===== src/sv/csa_isqrt_pipe.sv =====
// Pipelined floor square root, one root bit per stage.
module csa_isqrt_pipe #(
    parameter int VAL_BITS = 44
) (
    input  logic                  i_clk,
    input  logic                  i_rst_n,
    input  logic                  i_valid,
    input  logic [VAL_BITS-1:0]   i_val,
    output logic                  o_valid,
    output logic [VAL_BITS/2-1:0] o_root
);

    localparam int ROOT_BITS = VAL_BITS / 2;
    localparam int REM_BITS  = ROOT_BITS + 2;

    logic                 r_valid [0:ROOT_BITS-1];
    logic [REM_BITS-1:0]  r_rem   [0:ROOT_BITS-1];
    logic [ROOT_BITS-1:0] r_root  [0:ROOT_BITS-1];
    logic [VAL_BITS-1:0]  r_val   [0:ROOT_BITS-1];

    for (genvar k = 0; k < ROOT_BITS; k++) begin : g_stage
        logic                 v_in;
        logic [REM_BITS-1:0]  rem_in;
        logic [ROOT_BITS-1:0] root_in;
        logic [VAL_BITS-1:0]  val_in;
        logic [REM_BITS-1:0]  rem_sh;
        logic [REM_BITS-1:0]  trial;
        logic                 take;

        if (k == 0) begin : g_first
            assign v_in    = i_valid;
            assign rem_in  = '0;
            assign root_in = '0;
            assign val_in  = i_val;
        end else begin : g_next
            assign v_in    = r_valid[k-1];
            assign rem_in  = r_rem[k-1];
            assign root_in = r_root[k-1];
            assign val_in  = r_val[k-1];
        end

        assign rem_sh = {rem_in[REM_BITS-3:0], val_in[VAL_BITS-1-2*k -: 2]};
        assign trial  = {root_in, 2'b01};
        assign take   = (rem_sh >= trial);

        always_ff @(posedge i_clk) begin
            if (!i_rst_n) begin
                r_valid[k] <= 1'b0;
            end else begin
                r_valid[k] <= v_in;
            end
        end

        always_ff @(posedge i_clk) begin
            r_rem[k]  <= take ? (rem_sh - trial) : rem_sh;
            r_root[k] <= {root_in[ROOT_BITS-2:0], take};
            r_val[k]  <= val_in;
        end
    end

    assign o_valid = r_valid[ROOT_BITS-1];
    assign o_root  = r_root[ROOT_BITS-1];

endmodule


===== config.mk =====
export PLATFORM = sky130hd
export DESIGN_NAME = csa_isqrt_pipe
export DESIGN_NICKNAME = d
export VERILOG_FILES = /design/src/sv/csa_isqrt_pipe.sv
export SDC_FILE = /design/constraint.sdc
export NUM_CORES = 2
export LEC_CHECK = 0
export BUFFER_PORTS_ARGS = -buffer_cell sky130_fd_sc_hd__buf_2
export CORE_ASPECT_RATIO = 0.75
export CORE_UTILIZATION = 30
export DETAILED_ROUTE_END_ITERATION = 10
export GPL_TIMING_DRIVEN = 0
export SYNTH_ARGS = -nofsm -noshare
export SYNTH_HDL_FRONTEND = slang
export SYNTH_SLANG_ARGS = --single-unit

===== constraint.sdc =====
create_clock -name i_clk -period 6.86 [get_ports i_clk]
set_input_delay 0.343 -clock i_clk [delete_from_list [all_inputs] [get_ports i_clk]]
set_output_delay 0.343 -clock i_clk [all_outputs]
set_load 0.05 [all_outputs]

==> impl_metrics.py <==
metrics = {
    "pwr": {
        "p_sw_mw": 5.34,
        "switching_share_pct": 27.8,
        "clockPowerShare_pct": 36.0,
        "pwr-share-comb_pct": 18.5,
        "p_per_area_nw_per_um2": 390,
        "intPower_mw": 13.8,
        "vdd_drop_max_mv": 0.211,
        "leakagePower_nw": 22.7,
        "p_seq_share_pct": 45.5,
    },
    "synth": {
        "ys_ff_latch": 1171,
        "syn_avg_cell_area_um2": 10.4,
        "synth_xor_area_share_pct": 7.01,
        "yosys_warnings": 0,
        "yosysTopAreaCell": "dfxtp_1",
        "yosys.cell_types.count": 93,
        "yosys.area_share.simple_pct": 12.4,
        "synth_compound_area_share_pct": 11.1,
        "synth_edf_count": 0,
        "synthTopCellsByArea": "dfxtp_1 (56%), ha_1 (8.3%), xnor2_1 (3.8%)",
        "synth_commonest_cells": "dfxtp_1 (1171), inv_1 (344), ha_1 (276)",
        "syn-cell-area_um2": 41700,
        "synthMuxAreaShare_pct": 1.14,
        "synth_top_area_share_pct": 56.2,
        "synth_flop_cell": "dfxtp_1",
        "ys_async_sr_fraction_pct": 0,
        "syn-instance-count": 4011,
        "synth_fa_ha_area_share_pct": 8.28,
        "ys_seq_area_share_pct": 56.2,
        "synth_top_family_by_area": "simple AND/OR/NAND/NOR gates",
        "synthesis.nets": 4334,
        "yosys.cell_count.top_type": "dfxtp_1",
    },
    "floorplan": {
        "coreArea_um2": 138000,
        "start_util_pct": 30.2,
        "fp.dieH_um": 325,
        "fp.dieW_um": 433,
        "dieArea_um2": 141000,
        "io_pins": 70,
        "num_rows": 118,
    },
    "sta": {
        "hold_violations": 0,
        "drv_slew": 0,
        "max_freq_mhz": 231,
        "finalSetupViolations": 0,
        "rsz0062_at_grt": "false",
        "skew_ns": 0.0214,
        "fin_ws_ns": 2.53,
        "relSlewSlack_pct": 30.0,
        "worst_slew_pin_slew_ns": 1.04,
        "finalCritPeriodShare_pct": 63.0,
        "fin_crit_ns": 4.33,
        "setup-tns-final_ns": 0,
    },
    "cells_and_area": {
        "num-fill-cells": 13600,
        "drive_gt1_share_pct": 8.94,
        "nets": 4570,
        "area_growth_pct": 17.8,
        "utilization_pct": 35.6,
        "num_antenna_cells": 0,
    },
    "clock_tree": {
        "clockBufferDepth": 3,
        "clockRootBuffer": "clkbuf_16",
        "clk_latency_ns": 0.69,
        "cts_hold_buf": 47,
        "cts_tree": "yes",
        "cts_resized": 0,
        "numCtsBuffers": 118,
        "cts_setup_buffers": 0,
        "htreeDepth": 3,
        "clk_pin_slew_ns": 0.06,
        "clock_sinks": 1171,
    },
    "grt": {
        "track_usage_pct": 11.3,
        "grt_pass1_wl_um": 132000,
        "grt_max_degree": 17,
        "grt_antenna_before_repair": 1,
        "grt_pass1_vias": 26500,
        "grt-ovfl-total": 0,
    },
    "worst_hold_path": {
        "hold_class": "in -> reg",
    },
    "placed_design": {
        "pre_cts_slack_ns": 2.78,
        "port-buffer-count": 69,
        "gp_congestion": 0.878,
        "hpwl_um": 59300,
    },
    "route": {
        "num_vias": 27200,
        "firstDrtPassIters": 5,
        "first_iter_violations": 1732,
        "drt_wl_total_um": 79300,
        "drc": 0,
        "drt.antenna.violating_nets": 0,
        "viasPerCell": 4.38,
        "avgRoutedWirePerCell_um": 12.8,
    },
    "critical_path": {
        "worst_ep_required_time_ns": 7.42,
        "slowest_delay_ns": 0.89,
        "worst-path-buf-inv": 3,
        "cp.arrival_ns": 4.89,
        "critical_path_class": "reg -> reg",
        "start_kind": "register",
        "crit_slowest_cell": "nor4_1",
        "crit_chain": "inv_1, ha_1, clkbuf_1, nand3_1, nor2_1, nand2_1, nor4_1, nor4_1, and2_1, clkbuf_1, a2111oi_0, o21ai_0, xnor2_1",
        "crit_family": "simple AND/OR/NAND/NOR gates",
        "cp-end-kind": "register",
        "cp_max_fo": 8,
    },
    "outcome": {
        "status": "finished, final reports clean",
    },
    "run": {
        "drv_cap": 0,
    },
}
## stage by stage
stage | instance area [um2] | total power, mW | hold WS [ns] | std cells
5_1_grt | 49200 | 20.3 | 0.233 | 6209
3_3_place_gp | 44400 | 12.3 | 0.310 | 5940
3_5_place_dp | 44400 | 12.4 | 0.312 | 5940
2_1_floorplan | 41700 | 11.4 | 0.310 | 4011
6_report | 49200 | 19.2 | 0.284 | 6209
4_1_cts | 49200 | 19.4 | 0.204 | 6209
## cell type report
cell class,count,area [um2],share of cell area (%)
Sequential cell,1171,23400,47.7
Multi-Input combinational cell,2423,16700,33.9
Clock buffer,155,3290,6.70
Tap cell,1860,2330,4.73
Inverter,347,1300,2.65
Clock inverter,67,1010,2.06
Timing Repair Buffer,116,816,1.66
Buffer,70,309,0.629
## layer usage
| layer | GRT usage (%) | part of all wire (%) | up-vias | routed length, um |
|---|---|---|---|---|
| met2 | 16.6 | 40 | 539 | 31900 |
| li1 | - | - | 14100 | - |
| met1 | 16.4 | 52 | 12400 | 41100 |
| met5 | 0 | 0 | - | 0 |
| met4 | 3.74 | 2.4 | 0 | 1870 |
| met3 | 1.98 | 5.6 | 145 | 4430 |
## flip-flops by register name, summed over array words and instances, names as in the netlist
name,count
r_rem,434
r_val,462
r_root,253
r_valid,22
## final timing paths
check / startpoint / to / slack [ns] / cells past startpoint
worst max register to register: r_root[1][121] / r_rem[1][163] / 2.53 / 13
worst max-delay path: r_root[1][121] / r_rem[1][163] / 2.53 / 13
worst min-delay path: i_val[33] / r_val[0][33] / 0.28 / 2
worst min register to register: r_val[0][327] / r_val[1][19] / 0.32 / 0
## power groups by stage
| stage | Clock (mW) | Combinational [mW] | Sequential (mW) |
|---|---|---|---|
| after global placement | 0 | 3.44 | 8.86 |
| final | 6.90 | 3.55 | 8.72 |
| after global routing | 7.42 | 3.98 | 8.85 |
| after CTS | 7.12 | 3.53 | 8.73 |
| after floorplan | 0 | 2.74 | 8.66 |
| after detailed placement | 0 | 3.48 | 8.87 |
## placed cells by master, fill, tap and decap left out, types with 75 or more instances in the layout
master	n
a21oi_1	253
buf_2	84
clkbuf_16	118
dfxtp_1	1171
ha_1	276
inv_1	344
nand2_1	233
nor2_1	251
nor3_1	75
o21ai_0	198
xnor2_1	183
xor2_1	151
## cell families after synthesis
kind of cell             count (synthesis)
XOR/XNOR                               334
buffers and inverters                  417
AO/OA/AOI/OAI                          755
AND/OR/NAND/NOR                       1015
adder cells (fa/ha/maj)                276
multiplexers                            42
flip-flops                            1171
other                                    1
Power figures use the tool's default switching activity.
